### src/rtl/pgr_pkg.sv
package pgr_pkg;

	localparam int COORD_BITS_DEF = 16;
	localparam int TAP_W          = 16;
	localparam int TICK_W         = 32;
	localparam int CFG_IDX_W      = 2;
	localparam int CFG_DATA_W     = 16;
	localparam int LIMIT_W        = 8;
	localparam int QDEPTH         = 4;

	typedef enum logic [2:0] {
		EV_CLICK = 3'd0,
		EV_FLING = 3'd1,
		EV_MOVE  = 3'd2,
		EV_UP    = 3'd3,
		EV_HOLD  = 3'd4,
		EV_DOWN  = 3'd5
	} ev_kind_t;

	typedef enum logic [CFG_IDX_W-1:0] {
		CFG_CLICK_MAX  = 2'd0,
		CFG_TAP_GAP    = 2'd1,
		CFG_FLING_TPP  = 2'd2,
		CFG_SLOW_LIMIT = 2'd3
	} cfg_idx_t;

	typedef enum logic [2:0] {
		FE_IDLE,
		FE_DIST,
		FE_MUL,
		FE_EMIT1,
		FE_EMIT2
	} fe_state_t;

	localparam logic [15:0]        CLICK_MAX_RST  = 16'd200;
	localparam logic [15:0]        TAP_GAP_RST    = 16'd300;
	localparam logic [15:0]        FLING_TPP_RST  = 16'd5;
	localparam logic [LIMIT_W-1:0] SLOW_LIMIT_RST = 8'd3;

	// width of one queued event record: kind, four coordinates, taps, elapsed, last
	function automatic int cmd_bits(input int coord_bits);
		return 3 + 4 * coord_bits + TAP_W + TICK_W + 1;
	endfunction

endpackage

### src/rtl/pgr_sample_if.sv
interface pgr_sample_if #(
	parameter int COORD_BITS = pgr_pkg::COORD_BITS_DEF
);
	logic                         valid;
	logic                         ready;
	logic                         is_pressed;
	logic signed [COORD_BITS-1:0] pos_x;
	logic signed [COORD_BITS-1:0] pos_y;
	logic [31:0]                  now_tick;

	modport source (output valid, is_pressed, pos_x, pos_y, now_tick, input ready);
	modport sink (input valid, is_pressed, pos_x, pos_y, now_tick, output ready);
endinterface

### src/rtl/pgr_event_if.sv
interface pgr_event_if #(
	parameter int COORD_BITS = pgr_pkg::COORD_BITS_DEF
);
	logic                         valid;
	logic                         ready;
	logic [2:0]                   event_kind;
	logic signed [COORD_BITS-1:0] from_x;
	logic signed [COORD_BITS-1:0] from_y;
	logic signed [COORD_BITS-1:0] to_x;
	logic signed [COORD_BITS-1:0] to_y;
	logic [15:0]                  tap_count;
	logic [31:0]                  elapsed_ticks;
	logic                         last_of_run;

	modport source (output valid, event_kind, from_x, from_y, to_x, to_y, tap_count,
		elapsed_ticks, last_of_run, input ready);
	modport sink (input valid, event_kind, from_x, from_y, to_x, to_y, tap_count,
		elapsed_ticks, last_of_run, output ready);
endinterface

### src/rtl/pgr_cfg_if.sv
interface pgr_cfg_if;
	logic                               valid;
	logic                               ready;
	logic [pgr_pkg::CFG_IDX_W-1:0]      index;
	logic [pgr_pkg::CFG_DATA_W-1:0]     data;

	modport source (output valid, index, data, input ready);
	modport sink (input valid, index, data, output ready);
endinterface

### src/rtl/pgr_front.sv
module pgr_front #(
	parameter int COORD_BITS = pgr_pkg::COORD_BITS_DEF
) (
	input  logic                                     clk,
	input  logic                                     arst_n,
	pgr_sample_if.sink                               samp,
	pgr_cfg_if.sink                                  cfg,
	input  logic                                     q_room2,
	output logic                                     push,
	output logic [pgr_pkg::cmd_bits(COORD_BITS)-1:0] cmd
);
	import pgr_pkg::*;

	localparam int PROD_W = CFG_DATA_W + COORD_BITS;
	localparam int CMP_W  = (PROD_W > TICK_W) ? PROD_W : TICK_W;

	typedef struct packed {
		ev_kind_t                     kind;
		logic signed [COORD_BITS-1:0] from_x;
		logic signed [COORD_BITS-1:0] from_y;
		logic signed [COORD_BITS-1:0] to_x;
		logic signed [COORD_BITS-1:0] to_y;
		logic [TAP_W-1:0]             taps;
		logic [TICK_W-1:0]            elapsed;
		logic                         last;
	} cmd_t;

	fe_state_t state_q, state_n;

	// configuration
	logic [15:0]        click_max_q, tap_gap_q, fling_tpp_q;
	logic [LIMIT_W-1:0] slow_limit_q;

	// gesture state
	logic                         was_q;
	logic signed [COORD_BITS-1:0] ax_q, ay_q;
	logic [TICK_W-1:0]            mark_q;
	logic [TAP_W-1:0]             taps_q;
	logic [LIMIT_W-1:0]           slow_q;

	// captured sample
	logic                         pressed_q;
	logic signed [COORD_BITS-1:0] px_q, py_q;
	logic [TICK_W-1:0]            now_q;

	logic [COORD_BITS-1:0] dist_s1;
	logic [TICK_W-1:0]     elapsed_s1;
	logic [PROD_W-1:0]     prod_s2;
	cmd_t                  ev2_q;

	logic                  accept;
	logic [COORD_BITS:0]   dx, dy, adx, ady;
	logic [COORD_BITS-1:0] span;
	logic                  fast, nz, click, fling, slow_inc, ev1_vld, upd;
	logic [TAP_W-1:0]      taps_inc;
	cmd_t                  ev1, ev2;
	logic                  was_n;
	logic signed [COORD_BITS-1:0] ax_n, ay_n;
	logic [TICK_W-1:0]     mark_n;
	logic [TAP_W-1:0]      taps_n;
	logic [LIMIT_W-1:0]    slow_n;

	assign cfg.ready = 1'b1;
	assign accept    = samp.valid && samp.ready;

	always_ff @(posedge clk or negedge arst_n) begin
		if (!arst_n) begin
			click_max_q  <= CLICK_MAX_RST;
			tap_gap_q    <= TAP_GAP_RST;
			fling_tpp_q  <= FLING_TPP_RST;
			slow_limit_q <= SLOW_LIMIT_RST;
		end else if (cfg.valid) begin
			unique case (cfg_idx_t'(cfg.index))
				CFG_CLICK_MAX:  click_max_q  <= cfg.data;
				CFG_TAP_GAP:    tap_gap_q    <= cfg.data;
				CFG_FLING_TPP:  fling_tpp_q  <= cfg.data;
				CFG_SLOW_LIMIT: slow_limit_q <= cfg.data[LIMIT_W-1:0];
				default: ;
			endcase
		end
	end

	// chebyshev distance from the anchor, full precision difference
	always_comb begin
		dx   = {px_q[COORD_BITS-1], px_q} - {ax_q[COORD_BITS-1], ax_q};
		dy   = {py_q[COORD_BITS-1], py_q} - {ay_q[COORD_BITS-1], ay_q};
		adx  = dx[COORD_BITS] ? (~dx + 1'b1) : dx;
		ady  = dy[COORD_BITS] ? (~dy + 1'b1) : dy;
		span = (adx > ady) ? adx[COORD_BITS-1:0] : ady[COORD_BITS-1:0];
	end

	always_ff @(posedge clk) begin
		if (accept) begin
			pressed_q <= samp.is_pressed;
			px_q      <= samp.pos_x;
			py_q      <= samp.pos_y;
			now_q     <= samp.now_tick;
		end
		if (state_q == FE_DIST) begin
			dist_s1    <= span;
			elapsed_s1 <= now_q - mark_q;
		end
		// elapsed / dist < tpp is the same as elapsed < tpp * dist
		if (state_q == FE_MUL)
			prod_s2 <= PROD_W'(fling_tpp_q) * PROD_W'(dist_s1);
		if (state_q == FE_EMIT1)
			ev2_q <= ev2;
	end

	// decision on the captured sample against the old state
	always_comb begin
		nz       = (dist_s1 != '0);
		fast     = (CMP_W'(elapsed_s1) < CMP_W'(prod_s2));
		taps_inc = taps_q + TAP_W'(1);
		click    = (elapsed_s1 < TICK_W'(click_max_q));
		fling    = 1'b0;
		slow_inc = 1'b0;
		ev1_vld  = 1'b0;
		upd      = 1'b1;
		was_n    = was_q;
		ax_n     = ax_q;
		ay_n     = ay_q;
		mark_n   = mark_q;
		taps_n   = taps_q;
		slow_n   = slow_q;
		ev1 = '{kind: EV_MOVE, from_x: ax_q, from_y: ay_q, to_x: px_q, to_y: py_q,
			taps: taps_inc, elapsed: elapsed_s1, last: 1'b0};
		ev2 = '{kind: EV_HOLD, from_x: ax_q, from_y: ay_q, to_x: px_q, to_y: py_q,
			taps: taps_inc, elapsed: elapsed_s1, last: 1'b1};
		if (!pressed_q) begin
			if (!was_q) begin
				upd = 1'b0;
			end else begin
				fling    = !click && (slow_q < slow_limit_q) && nz && fast;
				ev1_vld  = click || fling || nz;
				ev1.kind = click ? EV_CLICK : (fling ? EV_FLING : EV_MOVE);
				ev2.kind = EV_UP;
				was_n    = 1'b0;
				taps_n   = taps_inc;
				mark_n   = now_q;
			end
		end else if (!was_q) begin
			ev2.kind = EV_DOWN;
			was_n    = 1'b1;
			ax_n     = px_q;
			ay_n     = py_q;
			slow_n   = '0;
			mark_n   = now_q;
			if (elapsed_s1 > TICK_W'(tap_gap_q))
				taps_n = '0;
		end else begin
			slow_inc = nz && !fast && (slow_q <= slow_limit_q) && (slow_q != '1);
			slow_n   = slow_q + LIMIT_W'(slow_inc);
			ev1_vld  = (slow_n >= slow_limit_q);
			if (ev1_vld) begin
				ax_n = px_q;
				ay_n = py_q;
			end
		end
	end

	always_ff @(posedge clk or negedge arst_n) begin
		if (!arst_n) begin
			was_q  <= 1'b0;
			ax_q   <= '0;
			ay_q   <= '0;
			mark_q <= '0;
			taps_q <= '0;
			slow_q <= '0;
		end else if (state_q == FE_EMIT1 && upd) begin
			was_q  <= was_n;
			ax_q   <= ax_n;
			ay_q   <= ay_n;
			mark_q <= mark_n;
			taps_q <= taps_n;
			slow_q <= slow_n;
		end
	end

	always_ff @(posedge clk or negedge arst_n) begin
		if (!arst_n)
			state_q <= FE_IDLE;
		else
			state_q <= state_n;
	end

	always_comb begin
		state_n = state_q;
		unique case (state_q)
			FE_IDLE:  if (accept) state_n = FE_DIST;
			FE_DIST:  state_n = FE_MUL;
			FE_MUL:   state_n = FE_EMIT1;
			FE_EMIT1: state_n = upd ? FE_EMIT2 : FE_IDLE;
			FE_EMIT2: state_n = FE_IDLE;
			default:  state_n = FE_IDLE;
		endcase
	end

	always_comb begin
		samp.ready = 1'b0;
		push       = 1'b0;
		cmd        = ev1;
		unique case (state_q)
			FE_IDLE:  samp.ready = q_room2;
			FE_EMIT1: push = ev1_vld && upd;
			FE_EMIT2: begin
				push = 1'b1;
				cmd  = ev2_q;
			end
			default: ;
		endcase
	end

	a_accept_starts: assert property (@(posedge clk) disable iff (!arst_n)
		accept |=> state_q == FE_DIST)
		else $error("sample beat did not start the sequence");
	a_last_pushed: assert property (@(posedge clk) disable iff (!arst_n)
		state_q == FE_EMIT2 |-> push && cmd[0])
		else $error("closing event not pushed with last flag");
endmodule

### src/rtl/pgr_queue.sv
module pgr_queue #(
	parameter int W     = pgr_pkg::cmd_bits(pgr_pkg::COORD_BITS_DEF),
	parameter int DEPTH = pgr_pkg::QDEPTH
) (
	input  logic         clk,
	input  logic         arst_n,
	input  logic         push,
	input  logic [W-1:0] wdata,
	output logic         room2,
	input  logic         pop,
	output logic         q_valid,
	output logic [W-1:0] rdata
);
	import pgr_pkg::*;

	localparam int PTR_W = $clog2(DEPTH);
	localparam int CNT_W = $clog2(DEPTH + 1);

	logic [W-1:0]     mem_q [DEPTH];
	logic [PTR_W-1:0] wr_ptr_q, rd_ptr_q;
	logic [CNT_W-1:0] count_q;

	assign room2   = (count_q <= CNT_W'(DEPTH - 2));
	assign q_valid = (count_q != '0);
	assign rdata   = mem_q[rd_ptr_q];

	always_ff @(posedge clk) begin
		if (push)
			mem_q[wr_ptr_q] <= wdata;
	end

	always_ff @(posedge clk or negedge arst_n) begin
		if (!arst_n) begin
			wr_ptr_q <= '0;
			rd_ptr_q <= '0;
			count_q  <= '0;
		end else begin
			if (push)
				wr_ptr_q <= wr_ptr_q + PTR_W'(1);
			if (pop)
				rd_ptr_q <= rd_ptr_q + PTR_W'(1);
			if (push && !pop)
				count_q <= count_q + CNT_W'(1);
			else if (pop && !push)
				count_q <= count_q - CNT_W'(1);
		end
	end

	a_no_overflow: assert property (@(posedge clk) disable iff (!arst_n)
		push && !pop |-> count_q < CNT_W'(DEPTH))
		else $error("event queue overflow");
	a_no_underflow: assert property (@(posedge clk) disable iff (!arst_n)
		pop |-> count_q != '0)
		else $error("event queue underflow");
endmodule

### src/rtl/pgr_back.sv
module pgr_back #(
	parameter int COORD_BITS = pgr_pkg::COORD_BITS_DEF
) (
	input  logic                                     clk,
	input  logic                                     arst_n,
	input  logic                                     q_valid,
	input  logic [pgr_pkg::cmd_bits(COORD_BITS)-1:0] q_data,
	output logic                                     pop,
	pgr_event_if.source                              gest
);
	import pgr_pkg::*;

	typedef struct packed {
		ev_kind_t                     kind;
		logic signed [COORD_BITS-1:0] from_x;
		logic signed [COORD_BITS-1:0] from_y;
		logic signed [COORD_BITS-1:0] to_x;
		logic signed [COORD_BITS-1:0] to_y;
		logic [TAP_W-1:0]             taps;
		logic [TICK_W-1:0]            elapsed;
		logic                         last;
	} cmd_t;

	cmd_t in_c, fmt, out_q;
	logic valid_q;

	assign in_c = q_data;
	assign pop  = q_valid && (!valid_q || gest.ready);

	// keep only the fields that mean something for the event kind
	always_comb begin
		fmt      = '0;
		fmt.kind = in_c.kind;
		fmt.last = in_c.last;
		unique case (in_c.kind) inside
			EV_CLICK: fmt.taps = in_c.taps;
			EV_FLING, EV_MOVE: begin
				fmt.from_x = in_c.from_x;
				fmt.from_y = in_c.from_y;
				fmt.to_x   = in_c.to_x;
				fmt.to_y   = in_c.to_y;
			end
			EV_UP: begin
				fmt.to_x = in_c.to_x;
				fmt.to_y = in_c.to_y;
				fmt.taps = in_c.taps;
			end
			EV_HOLD, EV_DOWN: fmt.elapsed = in_c.elapsed;
			default: ;
		endcase
	end

	always_ff @(posedge clk or negedge arst_n) begin
		if (!arst_n)
			valid_q <= 1'b0;
		else if (pop)
			valid_q <= 1'b1;
		else if (gest.ready)
			valid_q <= 1'b0;
	end

	always_ff @(posedge clk) begin
		if (pop)
			out_q <= fmt;
	end

	assign gest.valid         = valid_q;
	assign gest.event_kind    = out_q.kind;
	assign gest.from_x        = out_q.from_x;
	assign gest.from_y        = out_q.from_y;
	assign gest.to_x          = out_q.to_x;
	assign gest.to_y          = out_q.to_y;
	assign gest.tap_count     = out_q.taps;
	assign gest.elapsed_ticks = out_q.elapsed;
	assign gest.last_of_run   = out_q.last;

	a_pop_loads: assert property (@(posedge clk) disable iff (!arst_n)
		pop |=> valid_q)
		else $error("popped event not presented");
endmodule

### src/rtl/pointer_gesture_recognizer_core.sv
// a sample is captured, its distance and product are registered, and its events pass
// through the queue to the output register; no new sample is taken before they are
// queued, and only when the 4-entry event queue has room for two events
// arst_n clears the sequencer, queue, output valid flag and gesture state, and loads
// the configuration registers with their defaults
module pointer_gesture_recognizer_core #(
	parameter int COORD_BITS = pgr_pkg::COORD_BITS_DEF
) (
	input logic         clk,
	input logic         arst_n,
	pgr_sample_if.sink  samp,
	pgr_event_if.source gest,
	pgr_cfg_if.sink     cfg
);
	import pgr_pkg::*;

	localparam int CMD_W = cmd_bits(COORD_BITS);

	logic             push, room2, pop, q_valid;
	logic [CMD_W-1:0] cmd, q_data;

	pgr_front #(.COORD_BITS(COORD_BITS)) u_front (
		.clk     (clk),
		.arst_n  (arst_n),
		.samp    (samp),
		.cfg     (cfg),
		.q_room2 (room2),
		.push    (push),
		.cmd     (cmd)
	);

	pgr_queue #(.W(CMD_W), .DEPTH(QDEPTH)) u_queue (
		.clk     (clk),
		.arst_n  (arst_n),
		.push    (push),
		.wdata   (cmd),
		.room2   (room2),
		.pop     (pop),
		.q_valid (q_valid),
		.rdata   (q_data)
	);

	pgr_back #(.COORD_BITS(COORD_BITS)) u_back (
		.clk     (clk),
		.arst_n  (arst_n),
		.q_valid (q_valid),
		.q_data  (q_data),
		.pop     (pop),
		.gest    (gest)
	);
endmodule

### src/flat_wrapper.sv
// flat-port wrapper written by rule: the top's interface ports become plain ports
module pointer_gesture_recognizer_core_flat import pgr_pkg::*;
#(
	parameter int COORD_BITS = pgr_pkg::COORD_BITS_DEF
)
  (clk, arst_n, samp_valid, samp_is_pressed, samp_pos_x, samp_pos_y, samp_now_tick, samp_ready, gest_valid, gest_event_kind, gest_from_x, gest_from_y, gest_to_x, gest_to_y, gest_tap_count, gest_elapsed_ticks, gest_last_of_run, gest_ready, cfg_valid, cfg_index, cfg_data, cfg_ready);
  pgr_sample_if #(.COORD_BITS(COORD_BITS)) samp_i ();
  pgr_event_if #(.COORD_BITS(COORD_BITS)) gest_i ();
  pgr_cfg_if cfg_i ();
  input logic clk;
  input logic arst_n;
  input wire logic [$bits(samp_i.valid)-1:0] samp_valid;
  input wire logic [$bits(samp_i.is_pressed)-1:0] samp_is_pressed;
  input wire logic [$bits(samp_i.pos_x)-1:0] samp_pos_x;
  input wire logic [$bits(samp_i.pos_y)-1:0] samp_pos_y;
  input wire logic [$bits(samp_i.now_tick)-1:0] samp_now_tick;
  output wire logic [$bits(samp_i.ready)-1:0] samp_ready;
  output wire logic [$bits(gest_i.valid)-1:0] gest_valid;
  output wire logic [$bits(gest_i.event_kind)-1:0] gest_event_kind;
  output wire logic [$bits(gest_i.from_x)-1:0] gest_from_x;
  output wire logic [$bits(gest_i.from_y)-1:0] gest_from_y;
  output wire logic [$bits(gest_i.to_x)-1:0] gest_to_x;
  output wire logic [$bits(gest_i.to_y)-1:0] gest_to_y;
  output wire logic [$bits(gest_i.tap_count)-1:0] gest_tap_count;
  output wire logic [$bits(gest_i.elapsed_ticks)-1:0] gest_elapsed_ticks;
  output wire logic [$bits(gest_i.last_of_run)-1:0] gest_last_of_run;
  input wire logic [$bits(gest_i.ready)-1:0] gest_ready;
  input wire logic [$bits(cfg_i.valid)-1:0] cfg_valid;
  input wire logic [$bits(cfg_i.index)-1:0] cfg_index;
  input wire logic [$bits(cfg_i.data)-1:0] cfg_data;
  output wire logic [$bits(cfg_i.ready)-1:0] cfg_ready;
  assign samp_i.valid = samp_valid;
  assign samp_i.is_pressed = samp_is_pressed;
  assign samp_i.pos_x = samp_pos_x;
  assign samp_i.pos_y = samp_pos_y;
  assign samp_i.now_tick = samp_now_tick;
  assign samp_ready = samp_i.ready;
  assign gest_valid = gest_i.valid;
  assign gest_event_kind = gest_i.event_kind;
  assign gest_from_x = gest_i.from_x;
  assign gest_from_y = gest_i.from_y;
  assign gest_to_x = gest_i.to_x;
  assign gest_to_y = gest_i.to_y;
  assign gest_tap_count = gest_i.tap_count;
  assign gest_elapsed_ticks = gest_i.elapsed_ticks;
  assign gest_last_of_run = gest_i.last_of_run;
  assign gest_i.ready = gest_ready;
  assign cfg_i.valid = cfg_valid;
  assign cfg_i.index = cfg_index;
  assign cfg_i.data = cfg_data;
  assign cfg_ready = cfg_i.ready;
  pointer_gesture_recognizer_core #(.COORD_BITS(COORD_BITS)) u_core (.clk(clk), .arst_n(arst_n), .samp(samp_i), .gest(gest_i), .cfg(cfg_i));
endmodule
### config.mk
export PLATFORM = sky130hd
export DESIGN_NAME = pointer_gesture_recognizer_core_flat
export DESIGN_NICKNAME = d
export VERILOG_FILES = /design/src/rtl/pgr_pkg.sv /design/src/rtl/pgr_sample_if.sv /design/src/rtl/pgr_event_if.sv /design/src/rtl/pgr_cfg_if.sv /design/src/rtl/pgr_front.sv /design/src/rtl/pgr_queue.sv /design/src/rtl/pgr_back.sv /design/src/rtl/pointer_gesture_recognizer_core.sv /design/src/flat_wrapper.sv
export SDC_FILE = /design/constraint.sdc
export NUM_CORES = 2
export LEC_CHECK = 0
export BUFFER_PORTS_ARGS = -buffer_cell sky130_fd_sc_hd__buf_2
export CAP_MARGIN = 10
export CORE_MARGIN = 1
export CORE_UTILIZATION = 49
export DETAILED_ROUTE_END_ITERATION = 7
export GPL_TIMING_DRIVEN = 1
export PLACE_DENSITY_LB_ADDON = 0.08
export REMOVE_ABC_BUFFERS = 1
export SLEW_MARGIN = 25
export SYNTH_ARGS = -nofsm -noshare
export SYNTH_HDL_FRONTEND = slang
export SYNTH_SLANG_ARGS = --single-unit
### constraint.sdc
create_clock -name clk -period 8.3 [get_ports clk]
set_input_delay 0 -clock clk [delete_from_list [all_inputs] [get_ports clk]]
set_output_delay 0 -clock clk [all_outputs]
set_load 0.02 [all_outputs]
==> results.toml <==
[sta]
rsz0062_at_grt = "no"
setup_slack_ns = 1.589
hold_violations = 0
fin_crit_ns = 6.711
fmax_ghz = 0.1490
worstMarginPinSlew_ns = 1.033
relSlewSlack_pct = 31.14
clock_skew_ns = 0.04429
drv_slew = 0
fin_crit_sh_pct = 80.86
finalSetupTns_ns = 0
setup_viol = 0

[synthesis]
avgSynthCellArea_um2 = 13.31
ys_seq_elements = 996
postSynth.asyncResetShare_pct = 15.66
synth_area_um2 = 51380
synth.top_cell.area_share_pct = 49.10
yosys_warnings = 0
synth_top_flop_cell = "edfxtp_1"
seq_area_frac_synth_pct = 56.72
ys_types = 81
synth_cells = 3860
synth_edf_count = 840
synth_top_area_cell = "edfxtp_1"
synth.area.top_cells = "edfxtp_1, fa_1, dfrtp_1"

[placement]
portBuffers = 205
hpwl_mm = 78.43
gp_congestion = 0.8639
place_ws_ns = 1.648

[die]
initial_utilization_pct = 49.50
die_y_um = 325.8
dieWidth_um = 325.8
die-area_um2 = 106200
io_pins = 207
rows = 118
design.core.area_um2 = 103800

[clock_network]
clk_pin_slew_ns = 0.06
htreeDepth = 3
clockBufferDepth = 3
cts_tree = "done"
cts_buffers = 104
ctsRootBufferMaster = "clkbuf_16"
clock_latency_ns = 0.70
cts_sinks = 996

[global_routing]
grt_pass1_wl_mm = 183.2
grt_max_degree = 90
first_global_vias = 31060
grt.overflow.total = 0
antenna_found_initial = 1
grt_use_total_pct = 22.62

[setup_path]
cp.required_ns = 8.70
end_kind = "register"
cp_data_arrival_time_ns = 7.12
critPathLaunchType = "register"
critPathKind = "reg -> reg"
critPathMaxFanout = 17

[route]
ant_nets = 0
dr.pass1.iters = 5
vias_per_cell = 5.354
num_vias = 30540
drc = 0
drt_iter0_drc = 2131
wl_mm = 117.7
routedWlPerCell_um = 20.63

[status]
status = "finished clean"

[run]
maxCapViolations = 0

[cells_and_area]
register_area_um2 = 29150
fillers = 8594
drive_gt1_share_pct = 15.31
multiInputGateArea_um2 = 20210
syn_to_final_growth_pct = 15.16
layout.nets = 4793

[min_path]
hold_path.class = "in -> reg"
-- final timing paths --
kind | startpoint | end | slack, ns | cells past startpoint
min reg2reg | u_core.u_front.ay_q[7]$_DFFE_PN0P_ | u_core.u_front.ev2_q[88]$_DFFE_PN_ | 0.45 | 0
min | cfg_index[1] | u_core.u_front.tap_gap_q[6]$_DFFE_PN0P_ | 0.006 | 3
max reg2reg | u_core.u_front.dist_s1[1]$_DFFE_PP_ | u_core.u_front.prod_s2[28]$_DFFE_PP_ | 1.59 | 20
max in group asynchronous | arst_n | u_core.u_queue.rd_ptr_q[0]$_DFFE_PN0P_ | 6.10 | 5
max | u_core.u_front.dist_s1[1]$_DFFE_PP_ | u_core.u_front.prod_s2[28]$_DFFE_PP_ | 1.59 | 20
min in group asynchronous | arst_n | u_core.u_front.fling_tpp_q[0]$_DFFE_PN1P_ | 0.48 | 3
-- per-layer routing --
metal / share of wire (%) / global-route usage [%] / vias up
met5: 0 / 0 / -
met4: 2.6 / 6.032 / 0
met3: 4.4 / 3.258 / 155
met2: 48 / 36.68 / 649
met1: 45 / 32.08 / 15360
li1: - / - / 14380
-- kinds of logic after synthesis --
| group | count (synthesis) | share of synthesized area [%] |
|---|---|---|
| AO/OA/AOI/OAI | 432 | 5.399 |
| multiplexers | 238 | 7.722 |
| other | 1 | 0.007299 |
| buffers and inverters | 553 | 4.064 |
| AND/OR/NAND/NOR | 1042 | 9.558 |
| adder cells (fa/ha/maj) | 471 | 14.36 |
| XOR/XNOR | 127 | 2.165 |
| flip-flops | 996 | 56.72 |
-- what timing repair did --
item	4_1_cts	5_1_grt
hold buffers	162	1
setup buffers	0	0
hold endpoints to repair	227	4
gates resized for setup	0	0
-- layout make-up --
class | instances | area share [%]
Clock inverter | 50 | 0.8522
Antenna cell | 1 | 0.004229
Multi-Input combinational cell | 2311 | 34.16
Clock buffer | 145 | 4.952
Sequential cell | 996 | 49.26
Inverter | 418 | 2.664
Tap cell | 1380 | 2.918
Timing Repair Buffer | 403 | 5.183
-- critical path: stages, from the launching register on --
cell and delay [ns]:
edfxtp_1 0.75, nand2_1 0.17, fa_1 0.56, inv_1 0.06
fa_1 0.52, inv_1 0.05, fa_1 0.47, fa_1 0.46
fa_1 0.54, inv_1 0.06, fa_1 0.44, ha_1 0.35
a211o_1 0.33, or3_1 0.34, o221ai_1 0.18, a21oi_1 0.14
a211oi_1 0.28, nor2_1 0.11, o21a_1 0.21, a41oi_1 0.25
xnor2_1 0.11
-- sequential cells by signal, summed over array words and instances (netlist names), 32 cells and up --
signal,flops
u_core.u_front.ev2_q,115
u_core.u_front.mark_q,32
u_core.u_front.now_q,32
u_core.u_front.prod_s2,32
u_core.u_queue.mem_q,464
u_core.u_back.gest.elapsed_ticks,32
u_core.u_front.elapsed_s1,32
-- synth_stat cells, drive strengths merged, types with 11 or more instances --
library cell	count
o31ai	14
fa	198
nand3	44
xnor2	94
and2	99
nand2	484
mux2i	15
buf	20
o21a	25
clkbuf	115
dfstp	11
edfxtp	840
nor4	19
a31oi	16
dfrtp	145
nor3	30
inv	418
o21bai	15
nand2b	14
ha	273
and3	23
xor2	33
nand4	23
mux4	116
a21o	59
mux2	107
o21ai	111
nor2	137
a211oi	17
nor2b	132
a21oi	107
-- layout by cell type, fill, tap and decap left out, types with 14 or more instances in the layout --
cell,count
fa_1,198
nor2_1,137
a21o_1,58
mux2_2,107
nand2_1,483
nand2b_1,14
o21ai_0,104
nor3_1,30
inv_1,416
clkinv_1,14
o21a_1,25
buf_4,24
xor2_1,33
ha_1,273
xnor2_1,94
mux4_2,116
and3_1,23
nor2b_1,132
clkbuf_16,107
a31oi_1,15
nor4_1,19
dfrtp_1,143
mux2i_1,15
nand4_1,23
a21oi_1,106
clkinv_2,19
clkbuf_1,27
and2_1,93
nand3_1,44
edfxtp_1,840
a211oi_1,15
dlygate4sd3_1,162
buf_2,204
-- stage by stage --
step / utilization, % / hold WS, ns / instance area (µm²) / cells
floorplan: - / -0.2956 / 50860 / 3725
CTS: 56.98 / 0.0006020 / 59140 / 5701
global placement: 52.09 / 0.01577 / 54070 / 5344
finish: 57.01 / 0.006490 / 59170 / 5704
detailed placement: 52.09 / 0.01262 / 54070 / 5344
global route: 57.01 / 0.01841 / 59170 / 5703
Power is left out: the tool's default activity adds up to more than one toggle a clock period on the data nets, which glitch-free logic cannot reach.
